$ cat config.mk
export PLATFORM = sky130hd
export DESIGN_NAME = twtp_walk
export DESIGN_NICKNAME = d
export VERILOG_FILES = /design/src/hw/rtl/twtp_pkg.sv /design/src/hw/rtl/twtp_walk.sv
export SDC_FILE = /design/constraint.sdc
export NUM_CORES = 1
export LEC_CHECK = 0
export ABC_AREA = 1
export BUFFER_PORTS_ARGS = -buffer_cell sky130_fd_sc_hd__buf_2
export CAP_MARGIN = 20
export CELL_PAD_IN_SITES_DETAIL_PLACEMENT = 1
export CELL_PAD_IN_SITES_GLOBAL_PLACEMENT = 2
export CORE_ASPECT_RATIO = 0.9
export CORE_MARGIN = 3
export CORE_UTILIZATION = 39
export DETAILED_ROUTE_END_ITERATION = 8
export PLACE_DENSITY_LB_ADDON = 0.1
export SYNTH_ARGS = -nofsm -noshare
export SYNTH_HDL_FRONTEND = slang
export SYNTH_SLANG_ARGS = --single-unit
$ cat constraint.sdc
create_clock -name clk_i -period 9.1 [get_ports clk_i]
set_input_delay 0.455 -clock clk_i [delete_from_list [all_inputs] [get_ports clk_i]]
set_output_delay 0.455 -clock clk_i [all_outputs]
set_load 0.01 [all_outputs]
$ cat src/hw/rtl/twtp_pkg.sv
package twtp_pkg;

  // Fixed field widths of the channels
  localparam int InBits  = 16;
  localparam int SumBits = 26;

  // Rows shorter than this hold no water
  localparam int MinRow = 3;

  // Saturation limit of the water sum
  localparam logic [SumBits-1:0] SumMax = {SumBits{1'b1}};

  typedef struct packed {
    logic [InBits-1:0] bar_height;
    logic              last_bar;
  } in_item_t;

  typedef struct packed {
    logic [SumBits-1:0] water_total;
    logic               row_truncated;
  } out_item_t;

  // Walk engine status toward the top level
  typedef struct packed {
    logic               busy;
    logic               done;
    logic [SumBits-1:0] water;
  } walk_stat_t;

  typedef enum logic [2:0] {
    W_IDLE  = 3'b001,
    W_FETCH = 3'b010,
    W_STEP  = 3'b100
  } walk_state_e;

endpackage

$ cat src/hw/rtl/twtp_walk.sv
module twtp_walk #(
  parameter int ADDR_BITS   = 10,
  parameter int HEIGHT_BITS = 16
) (
  input  logic                     clk_i,
  input  logic                     rst_ni,
  input  logic                     go_i,
  input  logic [ADDR_BITS-1:0]     last_idx_i,
  output logic                     rd_en_o,
  output logic [ADDR_BITS-1:0]     rd_addr_o,
  input  logic [HEIGHT_BITS-1:0]   rd_data_i,
  output twtp_pkg::walk_stat_t     stat_o
);

  // Adder wide enough for sum plus any height difference
  localparam int AddW = ((HEIGHT_BITS > twtp_pkg::SumBits) ? HEIGHT_BITS
                                                            : twtp_pkg::SumBits) + 1;

  twtp_pkg::walk_state_e state_q, state_d;
  logic [ADDR_BITS-1:0]        left_q, left_d, right_q, right_d;
  logic [HEIGHT_BITS-1:0]      lh_q, lh_d, rh_q, rh_d;
  logic [HEIGHT_BITS-1:0]      lpk_q, lpk_d, rpk_q, rpk_d;
  logic [twtp_pkg::SumBits-1:0] sum_q, sum_d;
  logic                        pend_r_q, pend_r_d;
  logic                        init_q, init_d;

  logic [HEIGHT_BITS-1:0] lh_e, rh_e, amount;
  logic                   add_en, done;
  logic [AddW-1:0]        sum_ext;

  // Freshly read bar replaces the side that was fetched
  assign lh_e = pend_r_q ? lh_q : rd_data_i;
  assign rh_e = pend_r_q ? rd_data_i : rh_q;

  assign rd_en_o   = (state_q == twtp_pkg::W_FETCH);
  assign rd_addr_o = pend_r_q ? right_q : left_q;

  // Saturating accumulate
  assign sum_ext = AddW'(sum_q) + AddW'(amount);

  always_comb begin
    state_d  = state_q;
    left_d   = left_q;
    right_d  = right_q;
    lh_d     = lh_q;
    rh_d     = rh_q;
    lpk_d    = lpk_q;
    rpk_d    = rpk_q;
    pend_r_d = pend_r_q;
    init_d   = init_q;
    amount   = '0;
    add_en   = 1'b0;
    done     = 1'b0;
    unique case (state_q)
      twtp_pkg::W_IDLE: begin
        if (go_i) begin
          left_d   = '0;
          right_d  = last_idx_i;
          lpk_d    = '0;
          rpk_d    = '0;
          pend_r_d = 1'b0;
          init_d   = 1'b1;
          state_d  = twtp_pkg::W_FETCH;
        end
      end
      twtp_pkg::W_FETCH: begin
        state_d = twtp_pkg::W_STEP;
      end
      twtp_pkg::W_STEP: begin
        lh_d = lh_e;
        rh_d = rh_e;
        if (init_q) begin
          // left end loaded, now fetch right end
          init_d   = 1'b0;
          pend_r_d = 1'b1;
          state_d  = twtp_pkg::W_FETCH;
        end else begin
          if (lh_e < rh_e) begin
            if (lh_e >= lpk_q) begin
              lpk_d = lh_e;
            end else begin
              amount = lpk_q - lh_e;
              add_en = 1'b1;
            end
            left_d   = left_q + 1'b1;
            pend_r_d = 1'b0;
          end else begin
            if (rh_e >= rpk_q) begin
              rpk_d = rh_e;
            end else begin
              amount = rpk_q - rh_e;
              add_en = 1'b1;
            end
            right_d  = right_q - 1'b1;
            pend_r_d = 1'b1;
          end
          if (left_d < right_d) begin
            state_d = twtp_pkg::W_FETCH;
          end else begin
            done    = 1'b1;
            state_d = twtp_pkg::W_IDLE;
          end
        end
      end
      default: state_d = twtp_pkg::W_IDLE;
    endcase
  end

  always_comb begin
    sum_d = sum_q;
    if (state_q == twtp_pkg::W_IDLE && go_i) begin
      sum_d = '0;
    end else if (add_en) begin
      if (sum_ext > AddW'(twtp_pkg::SumMax)) begin
        sum_d = twtp_pkg::SumMax;
      end else begin
        sum_d = sum_ext[twtp_pkg::SumBits-1:0];
      end
    end
  end

  always_ff @(posedge clk_i or negedge rst_ni) begin
    if (!rst_ni) begin
      state_q  <= twtp_pkg::W_IDLE;
      left_q   <= '0;
      right_q  <= '0;
      lpk_q    <= '0;
      rpk_q    <= '0;
      sum_q    <= '0;
      pend_r_q <= 1'b0;
      init_q   <= 1'b0;
    end else begin
      state_q  <= state_d;
      left_q   <= left_d;
      right_q  <= right_d;
      lpk_q    <= lpk_d;
      rpk_q    <= rpk_d;
      sum_q    <= sum_d;
      pend_r_q <= pend_r_d;
      init_q   <= init_d;
    end
  end

  // Bar heights held between steps
  always_ff @(posedge clk_i) begin
    lh_q <= lh_d;
    rh_q <= rh_d;
  end

  assign stat_o.busy  = (state_q != twtp_pkg::W_IDLE);
  assign stat_o.done  = done;
  assign stat_o.water = sum_d;

endmodule

==> results of run 1 <==
path summary, 6_finish.rpt:
path | startpoint | end | slack [ns] | cells past startpoint
min reg2reg | state_q[2]$_DFFE_PN0P_ | state_q[2]$_DFFE_PN0P_ | 0.47 | 1
max reg2reg | pend_r_q$_DFFE_PN0P_ | sum_q[8]$_DFF_PN0_ | 2.50 | 30
max | pend_r_q$_DFFE_PN0P_ | stat_o[8] | 1.54 | 31
min in group asynchronous | rst_ni | lpk_q[10]$_DFFE_PN0P_ | 0.40 | 2
max in group asynchronous | rst_ni | state_q[0]$_DFFE_PN1P_ | 7.67 | 4
min | last_idx_i[4] | right_q[4]$_DFFE_PN0P_ | 0.28 | 3
what timing repair did:
item	4_1_cts	5_1_grt
endpoints found under the hold margin	11	0
buffers inserted	0	0
hold buffers	1	0
gates resized for setup	0	0
cell usage after synthesis, types with 18 or more instances:
cell        n  area [µm²]
nand3_1    28         140
nand4_1    18         113
edfxtp_1   32         961
a21oi_1   101         505
nand2_1   228         856
or2_2      34         213
nor3_1     33         165
inv_1     134         503
dfrtp_1    82        2050
o21ai_0   121         606
xor2_1     33         289
nor2_1     84         315
clkbuf_1   23        86.3
ha_1       74         926
state kept, by name, indices dropped and copies added (netlist names):
signal / count
sum_q: 26
lh_q: 16
lpk_q: 16
rh_q: 16
rpk_q: 16
left_q: 10
right_q: 10
state_q: 3
init_q: 1
pend_r_q: 1
routing by layer:
metal / track usage, % / share of wire (%)
met5: 0 / 0
met4: 5.24 / 1.2
met3: 3.34 / 2.9
met2: 36.7 / 46
met1: 32.1 / 50
metrics by stage:
| stage | instance area [µm²] | utilization, % | instances |
|---|---|---|---|
| after detailed placement | 9340 | 42.7 | 1481 |
| after global placement | 9340 | 42.7 | 1481 |
| after floorplan | 8790 | - | 1156 |
| after CTS | 9940 | 45.4 | 1514 |
| final | 9970 | 45.6 | 1515 |
| after global routing | 9970 | 45.6 | 1515 |
cell usage in the layout, fill, tap and decap left out, drive strengths merged, types with 2 or more instances in the layout:
cell type | Yosys | layout
nand2 | 236 | 236
inv | 136 | 142
o21ai | 135 | 135
a21oi | 104 | 104
nor2 | 88 | 88
dfrtp | 82 | 82
buf | 17 | 75
ha | 74 | 74
or2 | 34 | 34
nor3 | 34 | 34
xor2 | 33 | 33
edfxtp | 32 | 32
nand3 | 28 | 28
nand4 | 19 | 19
clkbuf | 23 | 17
xnor2 | 15 | 15
o22ai | 12 | 12
a211oi | 10 | 10
o211ai | 9 | 9
o21a | 6 | 6
nor4 | 5 | 5
clkinv | 1 | 5
a31oi | 4 | 4
o21bai | 3 | 3
fa | 3 | 3
clkinvlp | 0 | 3
nand3b | 2 | 2
a21o | 2 | 2
bufinv | 0 | 2
nor3b | 2 | 2
layout make-up:
| class | count | share of cell area (%) |
|---|---|---|
| multi-input combinational | 864 | 50.4 |
| sequential | 115 | 30.5 |
| inverter | 137 | 5.19 |
| timing repair buffer | 76 | 4.29 |
| clock buffer | 17 | 4.27 |
| tap | 291 | 3.65 |
| clock inverter | 15 | 1.69 |
cell families after synthesis:
| group | count (synthesis) |
|---|---|
| fa+ha+maj | 77 |
| simple gates | 449 |
| compound gates | 290 |
| buf+inv | 177 |
| flops | 115 |
| xor+xnor | 48 |
worst max-delay path: cells and delay by family, from the launching register on:
family                   cells  cell delay, ns
adder cells (fa/ha/maj)      3            1.08
AO/OA/AOI/OAI                8            1.70
buffers and inverters        5            1.09
flip-flops                   1            0.41
AND/OR/NAND/NOR             15            2.36
report_power, final:
part | switching, µW | internal [µW] | total [µW]
sequential | 76.3 | 632 | 708
combinational | 1080 | 501 | 1580
clock | 282 | 409 | 692
total | 1440 | 1540 | 2980
==> out/results.ini, run 1 <==
[sta]
clock_skew_ns=0.00922
final_hold_viol_count=0
clock.fmax_mhz=132
period_minus_slack_ns=7.56
worst_slack_ns=1.54
setup_viol=0
relSlewSlack_pct=34.4
slew_violations=0
holdWs_ns=0.279
rsz0062_at_grt=no
fin_setup_tns_ns=0
fin_crit_sh_pct=83.1
worst_slew_pin_slew_ns=0.984

[yosys]
ys_ff_latch=115
synthFlopType=dfrtp_1
synth-simple-area-share_pct=22.8
netlist_instances=1156
synthAdderAreaFrac_pct=11.2
ys_async_sr_fraction_pct=72.2
synth_mux_area_share_pct=0
synth_top_family_by_area=simple AND/OR/NAND/NOR gates
synth.avg_cell_area_um2=7.60
yosys_warnings=0
seq_area_frac_synth_pct=34.6
syn_nets=1262
synth_compound_area_share_pct=18.3
ys_types=52
synthXorXnorAreaFrac_pct=4.78
syn-cell-area_um2=8790
synth-edff-count=32

[clock_network]
root_buffer=clkbuf_16
clock_path_buffers=2
htreeDepth=4
clkLatencyLatePin_ns=0.43
clkTransAtPathRegs_ns=0.06
cts_buffers=17
cts_sinks=115
cts_tree=built

[placement]
placement.io_buffers=67
place_ws_ns=1.92
dpl.hpwl_mm=20.2
globalplace.congestion=0.868

[power]
peakVddDrop_v=0.000146
power.leakage_uw=0.00479
powerDensity_nw_per_um2=299
p_total_uw=2980

[worst_hold_path]
hold_class=in2reg

[detailed_routing]
routed_wirelength_mm=26.8
via_per_inst=5.31
vias=8040
wl_per_cell_um=17.7
ant_nets=0
drc=0
dr.pass1.iters=5
first_iter_violations=510

[worst_setup_path]
critical_path_class=reg2out
slowest_delay_ns=0.49
cp_max_fo=52
crit_arrival_ns=7.11
cp.required_ns=8.65
crit_path_end_kind=output pin
cp_common_cell=nand2_1
worst_path_max_delay_cell=o21ai_0
start_kind=register

[floorplanning]
die_h_um=148
core_region_area_um2=21900
die_w_um=164
ioPinCount=68
initial_core_util_pct=40.2
die_area_um2=24400
rows=51

[grt]
antenna_found_initial=0
grt_pass1_wl_mm=43.9
gr-total-overflow=0
grt_max_degree=77
grt_pass1_vias=8345
grt_usage_pct=22.7

[flow_run]
maxCapViolCount=0

[cells_and_area]
num-nets-final=1317
syn_to_final_growth_pct=13.4
multi_input_area_um2=5030
n_antenna_cell=0
seq_area_um2=3040
drive_gt1_share_pct=14.0
fillCellCount=2758

[run_status]
status=completed

Power figures use the tool's default switching activity.
==> run 2: changes to the inputs <==
--- a/config.mk
+++ b/config.mk
@@ -12,7 +12,7 @@
 export CELL_PAD_IN_SITES_GLOBAL_PLACEMENT = 2
 export CORE_ASPECT_RATIO = 0.9
 export CORE_MARGIN = 3
-export CORE_UTILIZATION = 39
+export CORE_UTILIZATION = 36
 export DETAILED_ROUTE_END_ITERATION = 8
 export PLACE_DENSITY_LB_ADDON = 0.1
 export SYNTH_ARGS = -nofsm -noshare
==> constraint.sdc (replaced) <==
create_clock -name clk_i -period 7.56 [get_ports clk_i]
set_input_delay 0.378 -clock clk_i [delete_from_list [all_inputs] [get_ports clk_i]]
set_output_delay 0.378 -clock clk_i [all_outputs]
set_load 0.01 [all_outputs]
==> out/results.ini, run 2 (same netlist as run 1, synthesis figures left out) <==
[run_status]
status=completed

[grt]
gr-total-overflow=0
use_met3_pct=2.89
top_usage_layer=met2
use_met2_pct=34.5
grt_max_degree=75
grt_use_met1_pct=30.1
grt_pass1_vias=8404
grt_pass1_wl_mm=44.6
antenna_found_initial=0
grt_usage_pct=21.1

[floorplanning]
die_h_um=154
die_w_um=171
core_region_area_um2=23700
die_area_um2=26300
ioPinCount=68
initial_core_util_pct=37.1
rows=53

[clock_network]
clkTransAtPathRegs_ns=0.06
htreeDepth=4
cts_tree=built
clock_path_buffers=2
cts_buffers=17
root_buffer=clkbuf_16
cts_sinks=115
clkLatencyLatePin_ns=0.43

[cells_and_area]
syn_to_final_growth_pct=14.7
final_common_cell=nand2_1
multi_input_area_um2=5020
n_antenna_cell=0
largest_register=sum_q
seq_area_um2=3040
num-nets-final=1323
largest_reg_flops=26
drive_gt1_share_pct=14.6
mostFrequentLayoutCells=nand2_1 (227), inv_1 (133), o21ai_0 (115)
fillCellCount=2974

[placement]
globalplace.congestion=0.813
dpl.hpwl_mm=20.3
placement.io_buffers=67

[power]
power.leakage_uw=0.00485
p_total_uw=3700
peakVddDrop_v=0.000191
powerDensity_nw_per_um2=367

[worst_setup_path]
r2r_cells=29
cp_max_fo=52
r2r_start=pend_r_q$_DFFE_PN0P_
crit_arrival_ns=6.52
cp-endpoint=stat_o[8]
worst_path_max_delay_cell=o21ai_0
cp_common_cell=nand2_1
cp.required_ns=7.18
ff2ff_setup_slack_ns=1.55
rr_endpoint=sum_q[15]$_DFF_PN0_
critical_path_class=reg2out
crit_start=pend_r_q$_DFFE_PN0P_
crit_path_end_kind=output pin
slowest_delay_ns=0.65
start_kind=register

[sta]
relSlewSlack_pct=36.7
fin_setup_tns_ns=0
fin_crit_sh_pct=91.2
rsz0062_at_grt=no
slew_violations=0
clock_skew_ns=0.0162
final_hold_viol_count=0
setup_viol=0
clock.fmax_mhz=145
period_minus_slack_ns=6.89
worst_slew_pin_slew_ns=0.950

[flow_run]
maxCapViolCount=0

[detailed_routing]
drc=0
routed_wirelength_mm=26.8
ant_nets=0
dr.pass1.iters=5
first_iter_violations=372
via_per_inst=5.17
wl_per_cell_um=17.5
vias=7924

[worst_hold_path]
hold_class=in2reg

## run 2: cell types whose count changed in the layout (fill, tap and decap cells not counted), moves of 2 or more
cell,before,now
o21ai_0,121,115
inv_6,5,3
bufinv_16,2,5
o21ai_1,13,19
buf_4,8,14
clkbuf_8,0,2
## run 2: cell type report
| class | count | area share (%) |
|---|---|---|
| Tap cell | 302 | 3.75 |
| Timing Repair Buffer | 82 | 4.55 |
| Clock inverter | 14 | 2.22 |
| Multi-Input combinational cell | 864 | 49.8 |
| Sequential cell | 115 | 30.1 |
| Clock buffer | 18 | 4.35 |
| Inverter | 137 | 5.17 |
## run 2: per-layer routing
metal | wire [µm] | share of wire [%] | up-vias
met5 | 0 | 0 | -
met4 | 236 | 0.88 | 0
met3 | 618 | 2.3 | 16
met2 | 12300 | 46 | 91
met1 | 13700 | 51 | 3801
li1 | - | - | 4016
## run 2: worst min-delay path by stage
stage / start / to / slack, ns / cells past startpoint
6_report: last_idx_i[4] / right_q[4]$_DFFE_PN0P_ / 0.20 / 3
5_1_grt: last_idx_i[4] / right_q[4]$_DFFE_PN0P_ / 0.21 / 3
4_1_cts: last_idx_i[4] / right_q[4]$_DFFE_PN0P_ / 0.19 / 3
3_5_place_dp: rst_ni / lpk_q[12]$_DFFE_PN0P_ / 0.26 / 1
3_3_place_gp: rst_ni / lpk_q[14]$_DFFE_PN0P_ / 0.26 / 1
2_1_floorplan: rst_ni / init_q$_DFFE_PN0P_ / 0.08 / 0
## run 2: stage by stage
step / setup WS, ns / cell area, µm² / util [%] / hold WS (ns) / instances
floorplan: 2.08 / 8790 / - / 0.0824 / 1156
global placement: 0.929 / 9390 / 39.7 / 0.262 / 1498
detailed placement: 0.714 / 9390 / 39.7 / 0.261 / 1498
CTS: 0.250 / 10100 / 42.5 / 0.195 / 1531
global route: 0.000590 / 10100 / 42.6 / 0.211 / 1532
finish: 0.667 / 10100 / 42.6 / 0.198 / 1532
## run 2: worst max-delay path, delay by kind of cell (launching register included)
| kind | cells | cell delay [ns] |
|---|---|---|
| flip-flops | 1 | 0.41 |
| AND/OR/NAND/NOR | 14 | 1.98 |
| adder cells (fa/ha/maj) | 3 | 0.92 |
| buffers and inverters | 5 | 0.83 |
| AO/OA/AOI/OAI | 8 | 1.89 |
## run 2: power by group
group	internal (µW)	total, µW	switching [µW]
registers	760	853	92.9
clock network	598	934	335
logic	616	1920	1300
total	1970	3700	1730
## run 2: what timing repair did
item                       4_1_cts  5_1_grt
gates resized for setup          0       10
setup endpoints to repair        0       12
hold endpoints to repair        14        0
buffers inserted                 0        1
hold buffers                     1        0
